`src/hdl/dmdup_pkg.sv`:
```
// Shared types, widths, register codes and helper functions of the pixel upscaler.
// No dependencies; compiled first.
package dmdup_pkg;

	// Block size per source pixel; fixed.
	localparam int SCALE = 5;
	localparam int SUB_W = $clog2(SCALE);

	// Field widths.
	localparam int ZI_W    = 6;
	localparam int PIX_W   = 24;
	localparam int X_W     = 10;
	localparam int Y_W     = 8;
	localparam int COLOR_W = 16;

	// Defaults of the top-level parameters.
	localparam int ZONE_COLS_DEF    = 16;
	localparam int ZONE_ROWS_DEF    = 8;
	localparam int ZONES_ACROSS_DEF = 8;
	localparam int JOB_DEPTH_DEF    = 2;

	// Configuration port.
	localparam int CFG_IDX_W  = 8;
	localparam int CFG_DATA_W = 10;

	localparam logic [CFG_IDX_W-1:0] REG_SCALING_MODE = CFG_IDX_W'(0);
	localparam logic [CFG_IDX_W-1:0] REG_INPUT_FORMAT = CFG_IDX_W'(1);
	localparam logic [CFG_IDX_W-1:0] REG_X_OFFSET     = CFG_IDX_W'(2);
	localparam logic [CFG_IDX_W-1:0] REG_Y_OFFSET     = CFG_IDX_W'(3);

	typedef enum logic [1:0] {
		MODE_FULL   = 2'd0,
		MODE_CENTER = 2'd1,
		MODE_BORDER = 2'd2,
		MODE_DIAG   = 2'd3
	} mode_t;

	typedef enum logic {
		FMT_RGB888 = 1'b0,
		FMT_RGB565 = 1'b1
	} fmt_t;

	typedef struct packed {
		mode_t              mode;
		fmt_t               fmt;
		logic [X_W-1:0]     x_off;
		logic [Y_W-1:0]     y_off;
	} cfg_t;

	// One source pixel, ready for expansion.
	typedef struct packed {
		logic [X_W-1:0]     base_x;
		logic [Y_W-1:0]     base_y;
		logic [COLOR_W-1:0] color;
		logic               zone_end;
	} job_t;

	// RGB888 truncates to 5:6:5; RGB565 takes the low half word.
	function automatic logic [COLOR_W-1:0] to_rgb565(input logic [PIX_W-1:0] px,
		input fmt_t fmt);
		logic [COLOR_W-1:0] c;
		if (fmt == FMT_RGB565) begin
			c = px[15:0];
		end else begin
			c = {px[23:19], px[15:10], px[7:3]};
		end
		return c;
	endfunction

	// Dot mask: 1 where the sub-pixel takes the color.
	function automatic logic sub_lit(input mode_t mode, input logic [SUB_W-1:0] i,
		input logic [SUB_W-1:0] j);
		logic r;
		unique case (mode)
			MODE_CENTER: r = (i >= SUB_W'(1)) && (i <= SUB_W'(3)) &&
				(j >= SUB_W'(1)) && (j <= SUB_W'(3));
			MODE_BORDER: r = (i > SUB_W'(0)) && (i < SUB_W'(SCALE - 1)) &&
				(j > SUB_W'(0)) && (j < SUB_W'(SCALE - 1));
			MODE_DIAG:   r = (i == j) ||
				(({1'b0, i} + {1'b0, j}) == (SUB_W + 1)'(SCALE - 1));
			MODE_FULL:   r = 1'b1;
		endcase
		return r;
	endfunction

endpackage

```
`src/hdl/dmdup_ifs.sv`:
```
// Channel interfaces of the pixel upscaler: source pixels, sub-pixel results, config writes.
// Depends on dmdup_pkg.
interface dmdup_pix_if;
	logic                          valid;
	logic                          ready;
	logic [dmdup_pkg::ZI_W-1:0]    zone_index;
	logic [dmdup_pkg::PIX_W-1:0]   pixel_data;
	modport source(output valid, zone_index, pixel_data, input ready);
	modport sink(input valid, zone_index, pixel_data, output ready);
endinterface

interface dmdup_sub_if;
	logic                          valid;
	logic                          ready;
	logic [dmdup_pkg::X_W-1:0]     screen_x;
	logic [dmdup_pkg::Y_W-1:0]     screen_y;
	logic [dmdup_pkg::COLOR_W-1:0] color565;
	logic                          block_last;
	logic                          zone_last;
	modport source(output valid, screen_x, screen_y, color565, block_last, zone_last,
		input ready);
	modport sink(input valid, screen_x, screen_y, color565, block_last, zone_last,
		output ready);
endinterface

interface dmdup_cfg_if;
	logic                             valid;
	logic                             ready;
	logic [dmdup_pkg::CFG_IDX_W-1:0]  index;
	logic [dmdup_pkg::CFG_DATA_W-1:0] data;
	modport source(output valid, index, data, input ready);
	modport sink(input valid, index, data, output ready);
endinterface

```
`src/hdl/dmdup_front.sv`:
```
// Front end: takes source pixels, tracks column/row in the zone, builds expansion jobs.
// Depends on dmdup_pkg and dmdup_pix_if.
module dmdup_front #(
	parameter int ZONE_COLS    = dmdup_pkg::ZONE_COLS_DEF,
	parameter int ZONE_ROWS    = dmdup_pkg::ZONE_ROWS_DEF,
	parameter int ZONES_ACROSS = dmdup_pkg::ZONES_ACROSS_DEF
) (
	input  logic              clk,
	input  logic              arst_n,
	input  dmdup_pkg::cfg_t   cfg,
	dmdup_pix_if.sink         pix_in,
	output logic              push_valid,
	input  logic              push_ready,
	output dmdup_pkg::job_t   push_job
);
	import dmdup_pkg::*;

	localparam int COL_W = (ZONE_COLS > 1) ? $clog2(ZONE_COLS) : 1;
	localparam int ROW_W = (ZONE_ROWS > 1) ? $clog2(ZONE_ROWS) : 1;
	localparam int ZC_W  = (ZONES_ACROSS > 1) ? $clog2(ZONES_ACROSS) : 1;
	localparam int ZI_N  = 1 << ZI_W;

	logic [COL_W-1:0]   col_q;
	logic [ROW_W-1:0]   row_q;
	logic               v_s1;
	logic [X_W-1:0]     pos_x_s1;
	logic [Y_W-1:0]     pos_y_s1;
	logic [COLOR_W-1:0] color_s1;
	logic               zend_s1;

	logic [ZC_W-1:0]    zcol_lut [ZI_N];
	logic [ZI_W-1:0]    zrow_lut [ZI_N];
	logic               in_take;
	logic               col_end;
	logic               row_end;

	// zone index split into column/row by constant tables
	for (genvar k = 0; k < ZI_N; k++) begin : g_zlut
		assign zcol_lut[k] = ZC_W'(k % ZONES_ACROSS);
		assign zrow_lut[k] = ZI_W'(k / ZONES_ACROSS);
	end

	assign pix_in.ready = !v_s1 || push_ready;
	assign in_take      = pix_in.valid && pix_in.ready;
	assign col_end      = (col_q == COL_W'(ZONE_COLS - 1));
	assign row_end      = (row_q == ROW_W'(ZONE_ROWS - 1));

	always_ff @(posedge clk or negedge arst_n) begin
		if (!arst_n) begin
			v_s1  <= 1'b0;
			col_q <= '0;
			row_q <= '0;
		end else begin
			if (in_take) begin
				v_s1 <= 1'b1;
				if (col_end) begin
					col_q <= '0;
					row_q <= row_end ? '0 : row_q + ROW_W'(1);
				end else begin
					col_q <= col_q + COL_W'(1);
				end
			end else if (push_ready) begin
				v_s1 <= 1'b0;
			end
		end
	end

	always_ff @(posedge clk) begin
		if (in_take) begin
			pos_x_s1 <= X_W'(X_W'(zcol_lut[pix_in.zone_index]) * X_W'(ZONE_COLS)) +
				X_W'(col_q);
			pos_y_s1 <= Y_W'(Y_W'(zrow_lut[pix_in.zone_index]) * Y_W'(ZONE_ROWS)) +
				Y_W'(row_q);
			color_s1 <= to_rgb565(pix_in.pixel_data, cfg.fmt);
			zend_s1  <= col_end && row_end;
		end
	end

	assign push_valid        = v_s1;
	assign push_job.base_x   = X_W'(pos_x_s1 * X_W'(SCALE)) + cfg.x_off;
	assign push_job.base_y   = Y_W'(pos_y_s1 * Y_W'(SCALE)) + cfg.y_off;
	assign push_job.color    = color_s1;
	assign push_job.zone_end = zend_s1;

endmodule

```
`src/hdl/dmdup_fifo.sv`:
```
// Short job queue between front and back end.
// Depends on dmdup_pkg.
module dmdup_fifo #(
	parameter int DEPTH = dmdup_pkg::JOB_DEPTH_DEF
) (
	input  logic            clk,
	input  logic            arst_n,
	input  logic            wr_valid,
	output logic            wr_ready,
	input  dmdup_pkg::job_t wr_job,
	output logic            rd_valid,
	input  logic            rd_ready,
	output dmdup_pkg::job_t rd_job
);
	import dmdup_pkg::*;

	localparam int PTR_W = (DEPTH > 1) ? $clog2(DEPTH) : 1;
	localparam int CNT_W = $clog2(DEPTH + 1);

	job_t             mem_q [DEPTH];
	logic [PTR_W-1:0] wr_ptr_q;
	logic [PTR_W-1:0] rd_ptr_q;
	logic [CNT_W-1:0] count_q;
	logic             do_wr;
	logic             do_rd;

	assign wr_ready = (count_q != CNT_W'(DEPTH));
	assign rd_valid = (count_q != '0);
	assign rd_job   = mem_q[rd_ptr_q];
	assign do_wr    = wr_valid && wr_ready;
	assign do_rd    = rd_valid && rd_ready;

	always_ff @(posedge clk or negedge arst_n) begin
		if (!arst_n) begin
			wr_ptr_q <= '0;
			rd_ptr_q <= '0;
			count_q  <= '0;
		end else begin
			if (do_wr) begin
				wr_ptr_q <= (wr_ptr_q == PTR_W'(DEPTH - 1)) ? '0 : wr_ptr_q + PTR_W'(1);
			end
			if (do_rd) begin
				rd_ptr_q <= (rd_ptr_q == PTR_W'(DEPTH - 1)) ? '0 : rd_ptr_q + PTR_W'(1);
			end
			if (do_wr && !do_rd) begin
				count_q <= count_q + CNT_W'(1);
			end else if (do_rd && !do_wr) begin
				count_q <= count_q - CNT_W'(1);
			end
		end
	end

	always_ff @(posedge clk) begin
		if (do_wr) begin
			mem_q[wr_ptr_q] <= wr_job;
		end
	end

endmodule

```
`src/hdl/dmdup_back.sv`:
```
// Back end: expands a job into a SCALE x SCALE run of sub-pixel words, one per cycle unless the sink stalls.
// Depends on dmdup_pkg and dmdup_sub_if.
module dmdup_back (
	input  logic            clk,
	input  logic            arst_n,
	input  dmdup_pkg::cfg_t cfg,
	input  logic            job_valid,
	output logic            job_ready,
	input  dmdup_pkg::job_t job,
	dmdup_sub_if.source     sub_out
);
	import dmdup_pkg::*;

	job_t               job_q;
	logic               active_q;
	logic [SUB_W-1:0]   i_q;
	logic [SUB_W-1:0]   j_q;
	logic               out_valid_q;
	logic [X_W-1:0]     x_q;
	logic [Y_W-1:0]     y_q;
	logic [COLOR_W-1:0] color_q;
	logic               blast_q;
	logic               zlast_q;
	logic               adv;
	logic               sub_end;
	logic               free;

	// one word emitted per cycle while the output register drains
	assign adv       = active_q && (!out_valid_q || sub_out.ready);
	assign sub_end   = (i_q == SUB_W'(SCALE - 1)) && (j_q == SUB_W'(SCALE - 1));
	assign free      = !active_q || (adv && sub_end);
	assign job_ready = free;

	always_ff @(posedge clk or negedge arst_n) begin
		if (!arst_n) begin
			active_q    <= 1'b0;
			i_q         <= '0;
			j_q         <= '0;
			out_valid_q <= 1'b0;
		end else begin
			if (free) begin
				active_q <= job_valid;
			end
			if (adv) begin
				if (i_q == SUB_W'(SCALE - 1)) begin
					i_q <= '0;
					j_q <= sub_end ? '0 : j_q + SUB_W'(1);
				end else begin
					i_q <= i_q + SUB_W'(1);
				end
				out_valid_q <= 1'b1;
			end else if (sub_out.ready) begin
				out_valid_q <= 1'b0;
			end
		end
	end

	always_ff @(posedge clk) begin
		if (free && job_valid) begin
			job_q <= job;
		end
		if (adv) begin
			x_q     <= job_q.base_x + X_W'(i_q);
			y_q     <= job_q.base_y + Y_W'(j_q);
			color_q <= sub_lit(cfg.mode, i_q, j_q) ? job_q.color : '0;
			blast_q <= sub_end;
			zlast_q <= sub_end && job_q.zone_end;
		end
	end

	assign sub_out.valid      = out_valid_q;
	assign sub_out.screen_x   = x_q;
	assign sub_out.screen_y   = y_q;
	assign sub_out.color565   = color_q;
	assign sub_out.block_last = blast_q;
	assign sub_out.zone_last  = zlast_q;

endmodule

```
`src/hdl/dmd_pixel_upscaler_with_mask_core.sv`:
```
// Pixel upscaler with dot mask: each source pixel becomes a 5x5 block of
// sub-pixel words with absolute screen coordinates and a masked RGB565 color.
// Words leave in row-major order, one per cycle while the sink is ready, so
// the sustained pixel rate is set by the back end's single output register.
// The front end keeps taking pixels while a block drains: it holds one pixel in
// its stage, the job queue holds JOB_DEPTH more, the back end one, and the
// output register may still hold the last word of the pixel before, so up to
// JOB_DEPTH + 3 pixels are in flight. The first word of a pixel that meets an
// idle block passes the front stage, job queue, back end job register
// and output register in turn. Column and row inside the zone are counted from
// the pixel stream itself and never restart on a zone index change. Config
// writes are taken any cycle but must only be issued while the block is idle.
// Depends on dmdup_pkg, dmdup_ifs, dmdup_front, dmdup_fifo, dmdup_back.
module dmd_pixel_upscaler_with_mask_core #(
	parameter int ZONE_COLS    = dmdup_pkg::ZONE_COLS_DEF,
	parameter int ZONE_ROWS    = dmdup_pkg::ZONE_ROWS_DEF,
	parameter int ZONES_ACROSS = dmdup_pkg::ZONES_ACROSS_DEF,
	parameter int JOB_DEPTH    = dmdup_pkg::JOB_DEPTH_DEF
) (
	input  logic        clk,
	input  logic        arst_n,
	dmdup_pix_if.sink   pix_in,
	dmdup_sub_if.source sub_out,
	dmdup_cfg_if.sink   cfg
);
	import dmdup_pkg::*;

	mode_t          mode_q;
	fmt_t           fmt_q;
	logic [X_W-1:0] x_off_q;
	logic [Y_W-1:0] y_off_q;
	cfg_t           cfg_reg;

	logic           push_valid;
	logic           push_ready;
	job_t           push_job;
	logic           job_valid;
	logic           job_ready;
	job_t           job;

	// config registers; writes never stall
	assign cfg.ready = 1'b1;

	always_ff @(posedge clk or negedge arst_n) begin
		if (!arst_n) begin
			mode_q  <= MODE_FULL;
			fmt_q   <= FMT_RGB888;
			x_off_q <= '0;
			y_off_q <= '0;
		end else if (cfg.valid) begin
			unique case (cfg.index)
				REG_SCALING_MODE: mode_q  <= mode_t'(cfg.data[1:0]);
				REG_INPUT_FORMAT: fmt_q   <= fmt_t'(cfg.data[0]);
				REG_X_OFFSET:     x_off_q <= cfg.data[X_W-1:0];
				REG_Y_OFFSET:     y_off_q <= cfg.data[Y_W-1:0];
				default: ;  // unknown index: dropped
			endcase
		end
	end

	assign cfg_reg.mode  = mode_q;
	assign cfg_reg.fmt   = fmt_q;
	assign cfg_reg.x_off = x_off_q;
	assign cfg_reg.y_off = y_off_q;

	// front: counters, color conversion, base coordinates
	dmdup_front #(
		.ZONE_COLS   (ZONE_COLS),
		.ZONE_ROWS   (ZONE_ROWS),
		.ZONES_ACROSS(ZONES_ACROSS)
	) u_front (
		.clk       (clk),
		.arst_n    (arst_n),
		.cfg       (cfg_reg),
		.pix_in    (pix_in),
		.push_valid(push_valid),
		.push_ready(push_ready),
		.push_job  (push_job)
	);

	// job queue decouples pixel intake from block expansion
	dmdup_fifo #(
		.DEPTH(JOB_DEPTH)
	) u_fifo (
		.clk     (clk),
		.arst_n  (arst_n),
		.wr_valid(push_valid),
		.wr_ready(push_ready),
		.wr_job  (push_job),
		.rd_valid(job_valid),
		.rd_ready(job_ready),
		.rd_job  (job)
	);

	// back: 5x5 sweep with mask, registered output
	dmdup_back u_back (
		.clk      (clk),
		.arst_n   (arst_n),
		.cfg      (cfg_reg),
		.job_valid(job_valid),
		.job_ready(job_ready),
		.job      (job),
		.sub_out  (sub_out)
	);

	// zone end only ever marks the last word of a block
	a_zone_last_in_block: assert property (@(posedge clk) disable iff (!arst_n)
		sub_out.valid && sub_out.zone_last |-> sub_out.block_last)
		else $error("zone_last without block_last");

	// inside a block, words stream without bubbles once the sink takes one
	a_block_no_gap: assert property (@(posedge clk) disable iff (!arst_n)
		sub_out.valid && sub_out.ready && !sub_out.block_last |=> sub_out.valid)
		else $error("gap inside a sub-pixel block");

	// with no queued job, at most the last word of the old block is left
	a_job_pop: assert property (@(posedge clk) disable iff (!arst_n)
		job_ready && !job_valid |=> !sub_out.valid || sub_out.block_last)
		else $error("output word without a job");

endmodule

```
`src/flat_wrapper.sv`:
```
// flat-port wrapper written by rule: the top's interface ports become plain ports
module dmd_pixel_upscaler_with_mask_core_flat import dmdup_pkg::*;
#(
	parameter int ZONE_COLS    = dmdup_pkg::ZONE_COLS_DEF,
	parameter int ZONE_ROWS    = dmdup_pkg::ZONE_ROWS_DEF,
	parameter int ZONES_ACROSS = dmdup_pkg::ZONES_ACROSS_DEF,
	parameter int JOB_DEPTH    = dmdup_pkg::JOB_DEPTH_DEF
)
  (clk, arst_n, pix_in_valid, pix_in_zone_index, pix_in_pixel_data, pix_in_ready, sub_out_valid, sub_out_screen_x, sub_out_screen_y, sub_out_color565, sub_out_block_last, sub_out_zone_last, sub_out_ready, cfg_valid, cfg_index, cfg_data, cfg_ready);
  dmdup_pix_if pix_in_i ();
  dmdup_sub_if sub_out_i ();
  dmdup_cfg_if cfg_i ();
  input  logic clk;
  input  logic arst_n;
  input wire logic [$bits(pix_in_i.valid)-1:0] pix_in_valid;
  input wire logic [$bits(pix_in_i.zone_index)-1:0] pix_in_zone_index;
  input wire logic [$bits(pix_in_i.pixel_data)-1:0] pix_in_pixel_data;
  output wire logic [$bits(pix_in_i.ready)-1:0] pix_in_ready;
  output wire logic [$bits(sub_out_i.valid)-1:0] sub_out_valid;
  output wire logic [$bits(sub_out_i.screen_x)-1:0] sub_out_screen_x;
  output wire logic [$bits(sub_out_i.screen_y)-1:0] sub_out_screen_y;
  output wire logic [$bits(sub_out_i.color565)-1:0] sub_out_color565;
  output wire logic [$bits(sub_out_i.block_last)-1:0] sub_out_block_last;
  output wire logic [$bits(sub_out_i.zone_last)-1:0] sub_out_zone_last;
  input wire logic [$bits(sub_out_i.ready)-1:0] sub_out_ready;
  input wire logic [$bits(cfg_i.valid)-1:0] cfg_valid;
  input wire logic [$bits(cfg_i.index)-1:0] cfg_index;
  input wire logic [$bits(cfg_i.data)-1:0] cfg_data;
  output wire logic [$bits(cfg_i.ready)-1:0] cfg_ready;
  assign pix_in_i.valid = pix_in_valid;
  assign pix_in_i.zone_index = pix_in_zone_index;
  assign pix_in_i.pixel_data = pix_in_pixel_data;
  assign pix_in_ready = pix_in_i.ready;
  assign sub_out_valid = sub_out_i.valid;
  assign sub_out_screen_x = sub_out_i.screen_x;
  assign sub_out_screen_y = sub_out_i.screen_y;
  assign sub_out_color565 = sub_out_i.color565;
  assign sub_out_block_last = sub_out_i.block_last;
  assign sub_out_zone_last = sub_out_i.zone_last;
  assign sub_out_i.ready = sub_out_ready;
  assign cfg_i.valid = cfg_valid;
  assign cfg_i.index = cfg_index;
  assign cfg_i.data = cfg_data;
  assign cfg_ready = cfg_i.ready;
  dmd_pixel_upscaler_with_mask_core #(.ZONE_COLS(ZONE_COLS), .ZONE_ROWS(ZONE_ROWS), .ZONES_ACROSS(ZONES_ACROSS), .JOB_DEPTH(JOB_DEPTH)) u_core (.clk(clk), .arst_n(arst_n), .pix_in(pix_in_i), .sub_out(sub_out_i), .cfg(cfg_i));
endmodule
```
`config.mk`:
```
export PLATFORM = sky130hd
export DESIGN_NAME = dmd_pixel_upscaler_with_mask_core_flat
export DESIGN_NICKNAME = d
export VERILOG_FILES = /design/src/hdl/dmdup_pkg.sv /design/src/hdl/dmdup_ifs.sv /design/src/hdl/dmdup_front.sv /design/src/hdl/dmdup_fifo.sv /design/src/hdl/dmdup_back.sv /design/src/hdl/dmd_pixel_upscaler_with_mask_core.sv /design/src/flat_wrapper.sv
export SDC_FILE = /design/constraint.sdc
export NUM_CORES = 1
export LEC_CHECK = 0
export ABC_AREA = 1
export BUFFER_PORTS_ARGS = -buffer_cell sky130_fd_sc_hd__buf_2
export CORE_MARGIN = 1
export CORE_UTILIZATION = 55
export CTS_BUF_LIST = sky130_fd_sc_hd__clkbuf_8
export CTS_CLUSTER_DIAMETER = 150
export DETAILED_ROUTE_END_ITERATION = 10
export PLACE_DENSITY = 0.87
export SKIP_LAST_GASP = 1
export SYNTH_ARGS = -nofsm -noshare
export SYNTH_HDL_FRONTEND = slang
export SYNTH_SLANG_ARGS = --single-unit
```
`constraint.sdc`:
```
create_clock -name clk -period 2.4 [get_ports clk]
set_input_delay 0.48 -clock clk [delete_from_list [all_inputs] [get_ports clk]]
set_output_delay 0.48 -clock clk [all_outputs]
set_load 0.1 [all_outputs]
```
==> results of run 1 <==
[cell usage in the layout, fill, tap and decap left out, drive strengths merged, types with 2 or more instances in the layout]
cell type    n
mux2         2
nor2        30
nor3         8
o21a         2
a21o         2
nand4        2
buf        111
xor2        21
a21oi       24
ha          51
edfxtp     171
or2          2
clkinvlp     2
o21ai       27
fa          14
dfrtp       41
nand3b       3
o22ai        2
xnor2        9
clkbuf      39
nand2      237
nand3       30
clkinv       5
nor3b        2
inv        118
bufinv       3
[per-layer routing]
metal  part of all wire  vias to the layer above  wire, µm
met1               0.42                     2822      7600
met3              0.048                       53       870
met5                  0                        -         0
li1                   -                     2937         -
met2               0.50                      197      8990
met4              0.034                        0       618
[kinds of logic (layout without fill, tap and decap cells)]
family	count (synthesis)	in the layout	share of synthesized area
AOI/OAI and AO/OA	60	60	0.0337
xor gates and xnor gates	30	30	0.0278
adders and majority gates	65	65	0.0971
buffers and inverters	122	279	0.0511
DFF	212	212	0.651
muxes	2	2	0.00238
other	1	1	0.000397
and+or+nand+nor	315	315	0.136
[how the worst min path moves through the flow]
| stage | start | endpoint | slack, ns | cells past startpoint |
|---|---|---|---|---|
| final | pix_in_zone_index[4] | u_core.u_front.pos_y_s1[4]$_DFFE_PP_ | 0.14 | 1 |
| after global routing | pix_in_zone_index[3] | u_core.u_front.pos_y_s1[3]$_DFFE_PP_ | 0.12 | 1 |
| after CTS | pix_in_zone_index[4] | u_core.u_front.pos_y_s1[4]$_DFFE_PP_ | 0.11 | 1 |
| after detailed placement | u_core.u_front.color_s1[6]$_DFFE_PP_ | u_core.u_fifo.mem_q[1][7]$_DFFE_PP_ | 0.43 | 0 |
| after global placement | u_core.u_front.color_s1[5]$_DFFE_PP_ | u_core.u_fifo.mem_q[0][6]$_DFFE_PP_ | 0.42 | 0 |
| after floorplan | arst_n | u_core.fmt_q$_DFFE_PN0P_ | 0.18 | 0 |
[report_power, final]
part / switching (mW) / internal [mW]
clock network: 1.33 / 1.81
logic: 4.87 / 1.89
registers: 0.523 / 5.76
total: 6.73 / 9.45
[worst register-to-register path, stage by stage, from the launching register on]
cell,delay [ns]
edfxtp_1,0.49
ha_4,0.26
fa_1,0.56
ha_4,0.24
nand2_1,0.08
nand2_1,0.08
a21oi_1,0.18
nand2_1,0.11
xor2_2,0.16
[area by class of cell]
class | instances | area, µm² | area share
multi-input combinational | 473 | 3100 | 0.274
timing repair buffer | 112 | 651 | 0.0576
tap | 220 | 275 | 0.0244
clock inverter | 22 | 166 | 0.0147
clock buffer | 39 | 537 | 0.0475
sequential | 212 | 6160 | 0.546
inverter | 106 | 402 | 0.0356
[registers in the layout, summed over array words and instances (netlist names), 2 cells and up]
register                        flops
u_core.u_fifo.mem_q                70
u_core.u_back.job_q                35
u_core.u_back.sub_out.color565     16
u_core.u_front.color_s1            16
u_core.u_back.sub_out.screen_x     10
u_core.x_off_q                     10
u_core.u_back.sub_out.screen_y      8
u_core.y_off_q                      8
u_core.u_front.pos_x_s1             7
u_core.u_front.pos_y_s1             6
u_core.u_front.col_q                4
u_core.u_back.i_q                   3
u_core.u_back.j_q                   3
u_core.u_front.row_q                3
u_core.mode_q                       2
u_core.u_fifo.count_q               2
[stage by stage]
step | hold WS [ns] | cells | utilization | setup WS [ns]
2_1_floorplan | 0.184 | 807 | - | 0.0145
3_3_place_gp | 0.424 | 1119 | 0.615 | -0.0664
3_5_place_dp | 0.433 | 1119 | 0.615 | -0.0988
4_1_cts | 0.113 | 1181 | 0.663 | -0.0171
5_1_grt | 0.121 | 1184 | 0.676 | -0.187
6_report | 0.139 | 1184 | 0.676 | -0.0426
[synthesized netlist by cell type, drive strengths merged (7+ instances only)]
library cell | count | area (µm²)
xor2 | 21 | 184
inv | 106 | 398
ha | 51 | 638
xnor2 | 9 | 78.8
fa | 14 | 280
nand3 | 30 | 155
nor3 | 8 | 40.0
dfrtp | 41 | 1030
nor2 | 30 | 123
a21oi | 24 | 120
nand2 | 237 | 895
clkbuf | 9 | 33.8
o21ai | 27 | 135
edfxtp | 171 | 5130
buf | 7 | 51.3
[what timing repair did]
item,4_1_cts,5_1_grt
hold endpoints to repair,23,0
pin swaps,3,24
setup endpoints to repair,15,25
hold buffers,1,0
setup buffers,0,3
resized for setup,13,35
==> impl_metrics.tcl, run 1 <==
set metrics [dict create \
    ant_nets 0 \
    cp-endpoint "u_core.u_fifo.mem_q[0][33]$_DFFE_PP_" \
    maxSlewViolCount 0 \
    layout.nets 1057 \
    floorplan.initialDensity 0.566 \
    path_buf_inv 0 \
    grt_max_degree 40 \
    reg2reg_to "u_core.u_fifo.mem_q[0][33]$_DFFE_PP_" \
    critPathMaxStageDelay_ns 0.56 \
    vias 6009 \
    synth-async-reset-ratio 0.193 \
    ios 92 \
    hold_viol 0 \
    worstSetupEndpointType "flip-flop" \
    gp_congestion 0.844 \
    use_met1 0.255 \
    crit_arrival_ns 2.68 \
    io_buffers 87 \
    cts_tree "done" \
    die_width_um 133 \
    reg2reg_slack_ns -0.04 \
    drv_cap 0 \
    synth_area_mm2 0.00946 \
    cts_max_level 2 \
    die-area_mm2 0.0177 \
    crit_chain "ha_4, fa_1, ha_4, nand2_1, nand2_1, a21oi_1, nand2_1, xor2_2" \
    grt_usage 0.201 \
    cp.required_ns 2.64 \
    startpoint_type "flip-flop" \
    fill_cells 1165 \
    dpl.hpwl_um 11400 \
    drt-wirelength-per-cell_um 15.3 \
    use_met3 0.0396 \
    critPathLaunch "u_core.u_front.pos_x_s1[3]$_DFFE_PP_" \
    clock_latency_ns 0.51 \
    irDropWorstVdd_mv 0.816 \
    drcViolationCount 0 \
    antenna_found_initial 0 \
    ys.flop_type "edfxtp_1" \
    clk_pin_slew_ns 0.06 \
    synthCells 807 \
    synth-seq-area-share 0.651 \
    rows 47 \
    synth.avg_cell_area_um2 11.7 \
    yosysWarnings 0 \
    r2r_start "u_core.u_front.pos_x_s1[3]$_DFFE_PP_" \
    violations "setup timing" \
    slew_headroom 0.544 \
    clock_sinks 212 \
    ys_ff_latch 212 \
    synth_nets 925 \
    crit_top_cell "nand2_1" \
    reg2regPathDepth 8 \
    p_leak_nw 5.11 \
    path_depth 8 \
    numCtsBuffers 34 \
    worst_clock_skew_ns 0.0235 \
    drtPass1Iterations 5 \
    finalCriticalPeriod_ns 2.44 \
    fmax_mhz 409 \
    drive_above_1_share 0.218 \
    postLayoutCellArea_mm2 0.0113 \
    areaGrowthSynthToFinish_pct 19.4 \
    grt_use_met2 0.337 \
    grt_pass1_vias 5921 \
    grt_pass1_wl_um 27900 \
    setup_violations 7 \
    period_share 1.02 \
    fp.dieH_um 133 \
    power-per-cell-area_mw_per_mm2 1430 \
    diodes 0 \
    cp_top_family "adder cells" \
    core_area_mm2 0.0167 \
    gr-max-usage-layer "met2" \
    power_mw 16.2 \
    tightest_slew_ns 0.684 \
    synth_edf_count 171 \
    status "complete, but fails checks" \
    ys_types 39 \
    cts_root_buffer "clkbuf_8" \
    first_iter_violations 454 \
    grt_overflow 0 \
    cp_max_fo 4 \
    hold_class "input pin to flip-flop" \
    drt_wl_total_um 18100 \
    dpl-instance-area_mm2 0.0103 \
    avgViaCountPerCell 5.08 \
    fin_ws_ns -0.0426 \
    crit_type "flip-flop to flip-flop" \
    clk_path_buf_depth 3 \
    slowest_stage "fa_1" \
    tns_ns -0.184 \
    rsz0062_at_grt "yes" \
]
Power figures use the tool's default switching activity.
==> run 2, diff against run 1 <==
--- a/config.mk
+++ b/config.mk
@@ -7,12 +7,12 @@
 export LEC_CHECK = 0
 export ABC_AREA = 1
 export BUFFER_PORTS_ARGS = -buffer_cell sky130_fd_sc_hd__buf_2
-export CORE_MARGIN = 1
-export CORE_UTILIZATION = 55
+export CORE_MARGIN = 1.5
+export CORE_UTILIZATION = 49
 export CTS_BUF_LIST = sky130_fd_sc_hd__clkbuf_8
 export CTS_CLUSTER_DIAMETER = 150
 export DETAILED_ROUTE_END_ITERATION = 10
-export PLACE_DENSITY = 0.87
+export PLACE_DENSITY = 0.8
 export SKIP_LAST_GASP = 1
 export SYNTH_ARGS = -nofsm -noshare
 export SYNTH_HDL_FRONTEND = slang
==> impl_metrics.tcl, run 2 (same netlist as run 1, synthesis figures left out) <==
set metrics [dict create \
    vias 5832 \
    period_share 0.985 \
    status "finished, final reports clean" \
    dpl.hpwl_um 11100 \
    io_buffers 87 \
    crit_type "flip-flop to flip-flop" \
    power_frac_clock 0.195 \
    switchingPower_mw 6.46 \
    holdBufCountCts 0 \
    hold_class "input pin to async pin" \
    antenna_found_initial 0 \
    fp.dieH_um 142 \
    cp_max_fo 3 \
    largest_reg_flops 70 \
    rows 50 \
    die_width_um 142 \
    power-per-cell-area_mw_per_mm2 1400 \
    post-route-util 0.598 \
    reg2regPathDepth 10 \
    r2r_start "u_core.u_front.pos_x_s1[6]$_DFFE_PP_" \
    ant_nets 0 \
    drv_cap 0 \
    crit_arrival_ns 2.63 \
    clock_latency_ns 0.52 \
    rsz0062_at_grt "yes" \
    hold_viol 0 \
    grt_pass1_wl_um 26300 \
    cts_tree "done" \
    areaGrowthSynthToFinish_pct 19.2 \
    clk_pin_slew_ns 0.06 \
    maxSlewViolCount 0 \
    startpoint_type "flip-flop" \
    grt_overflow 0 \
    p_comb_frac 0.409 \
    fill_cells 1399 \
    layout.nets 1059 \
    grt_pass1_vias 5617 \
    irDropWorstVdd_mv 0.884 \
    avgViaCountPerCell 4.76 \
    diodes 0 \
    drcViolationCount 0 \
    reg2reg_to "u_core.u_fifo.mem_q[0][34]$_DFFE_PP_" \
    core_area_mm2 0.0188 \
    fin_ws_ns 0.0366 \
    largestRegisters "u_core.u_fifo.mem_q (70), u_core.u_back.job_q (35)" \
    gp_congestion 0.804 \
    grt_usage 0.166 \
    worstSetupEndpointType "flip-flop" \
    ios 92 \
    cts_root_buffer "clkbuf_8" \
    worst_clock_skew_ns 0.0255 \
    power_mw 15.7 \
    drive_above_1_share 0.212 \
    tns_ns 0 \
    slew_headroom 0.443 \
    setup_violations 0 \
    first_iter_violations 343 \
    p_int_mw 9.27 \
    cts_max_level 2 \
    tightest_slew_ns 0.835 \
    finalCriticalPeriod_ns 2.36 \
    final_cell_mix "nand2_1 (232), edfxtp_1 (171), inv_1 (110)" \
    switching_share 0.411 \
    drt_wl_total_um 16200 \
    largest-register "u_core.u_fifo.mem_q" \
    p_seq_frac 0.396 \
    final_common_cell "nand2_1" \
    floorplan.initialDensity 0.502 \
    numCtsBuffers 35 \
    clock_sinks 212 \
    reg2reg_slack_ns 0.04 \
    grt_max_degree 42 \
    die-area_mm2 0.0201 \
    clk_path_buf_depth 3 \
    drtPass1Iterations 5 \
    cp.required_ns 2.66 \
    fmax_mhz 423 \
    drt-wirelength-per-cell_um 13.2 \
    pre_cts_ws_ns -0.0972 \
    p_leak_nw 5.12 \
]
run 2: per-stage QoR:
stage,std cells,instance area [µm²],hold WS (ns)
final,1226,11300,0.0456
after global routing,1226,11300,0.0883
after CTS,1224,11100,0.0486
after detailed placement,1160,10400,0.431
after global placement,1160,10400,0.425
after floorplan,807,9470,0.184
run 2: area by class of cell:
cell class                 count  area [µm²]  area share
tap                          260         325      0.0289
multi-input combinational    473        3010       0.267
timing repair buffer         113         681      0.0604
sequential                   212        6160       0.547
inverter                     106         402      0.0356
clock inverter                23         148      0.0131
clock buffer                  39         537      0.0476
run 2: repair_timing:
item                       in CTS  in global routing
setup buffers                   2                  2
resized for setup              10                 28
pin swaps                       2                 26
setup endpoints to repair       6                 20
run 2: how the worst max path moves through the flow:
stage / startpoint / endpoint / slack, ns
after floorplan: u_core.u_front.pos_x_s1[4]$_DFFE_PP_ / u_core.u_fifo.mem_q[0][34]$_DFFE_PP_ / 0.01
after global placement: u_core.u_front.pos_x_s1[4]$_DFFE_PP_ / u_core.u_fifo.mem_q[0][34]$_DFFE_PP_ / -0.07
after detailed placement: u_core.u_front.pos_x_s1[6]$_DFFE_PP_ / u_core.u_fifo.mem_q[0][34]$_DFFE_PP_ / -0.1
after CTS: u_core.u_front.pos_y_s1[2]$_DFFE_PP_ / u_core.u_fifo.mem_q[0][24]$_DFFE_PP_ / -0.003
after global routing: u_core.u_front.pos_x_s1[6]$_DFFE_PP_ / u_core.u_fifo.mem_q[0][34]$_DFFE_PP_ / -0.05
final: u_core.u_front.pos_x_s1[6]$_DFFE_PP_ / u_core.u_fifo.mem_q[0][34]$_DFFE_PP_ / 0.04
run 2: per-layer routing:
metal	GRT usage	up-vias	routed length, µm
met5	0	-	0
met4	0.0846	0	563
met3	0.0300	42	733
met2	0.275	153	7870
met1	0.210	2700	7030
li1	-	2937	-
run 2: worst max-delay path: stages, from the launching register on:
cell and delay [ns]:
edfxtp_1 0.40, ha_1 0.30, inv_1 0.04, fa_1 0.49
inv_2 0.05, ha_4 0.26, a21o_1 0.19, a21boi_2 0.08
buf_4 0.13, nand3b_1 0.09, nand2_1 0.08
run 2: power by group through the flow:
| stage | combinational [mW] | clock, mW | sequential, mW |
|---|---|---|---|
| floorplan | 2.74 | 0 | 8.14 |
| global placement | 5.84 | 0 | 6.25 |
| detailed placement | 5.99 | 0 | 6.31 |
| CTS | 6.13 | 3.13 | 6.24 |
| global route | 7.05 | 3.27 | 6.36 |
| finish | 6.43 | 3.06 | 6.23 |
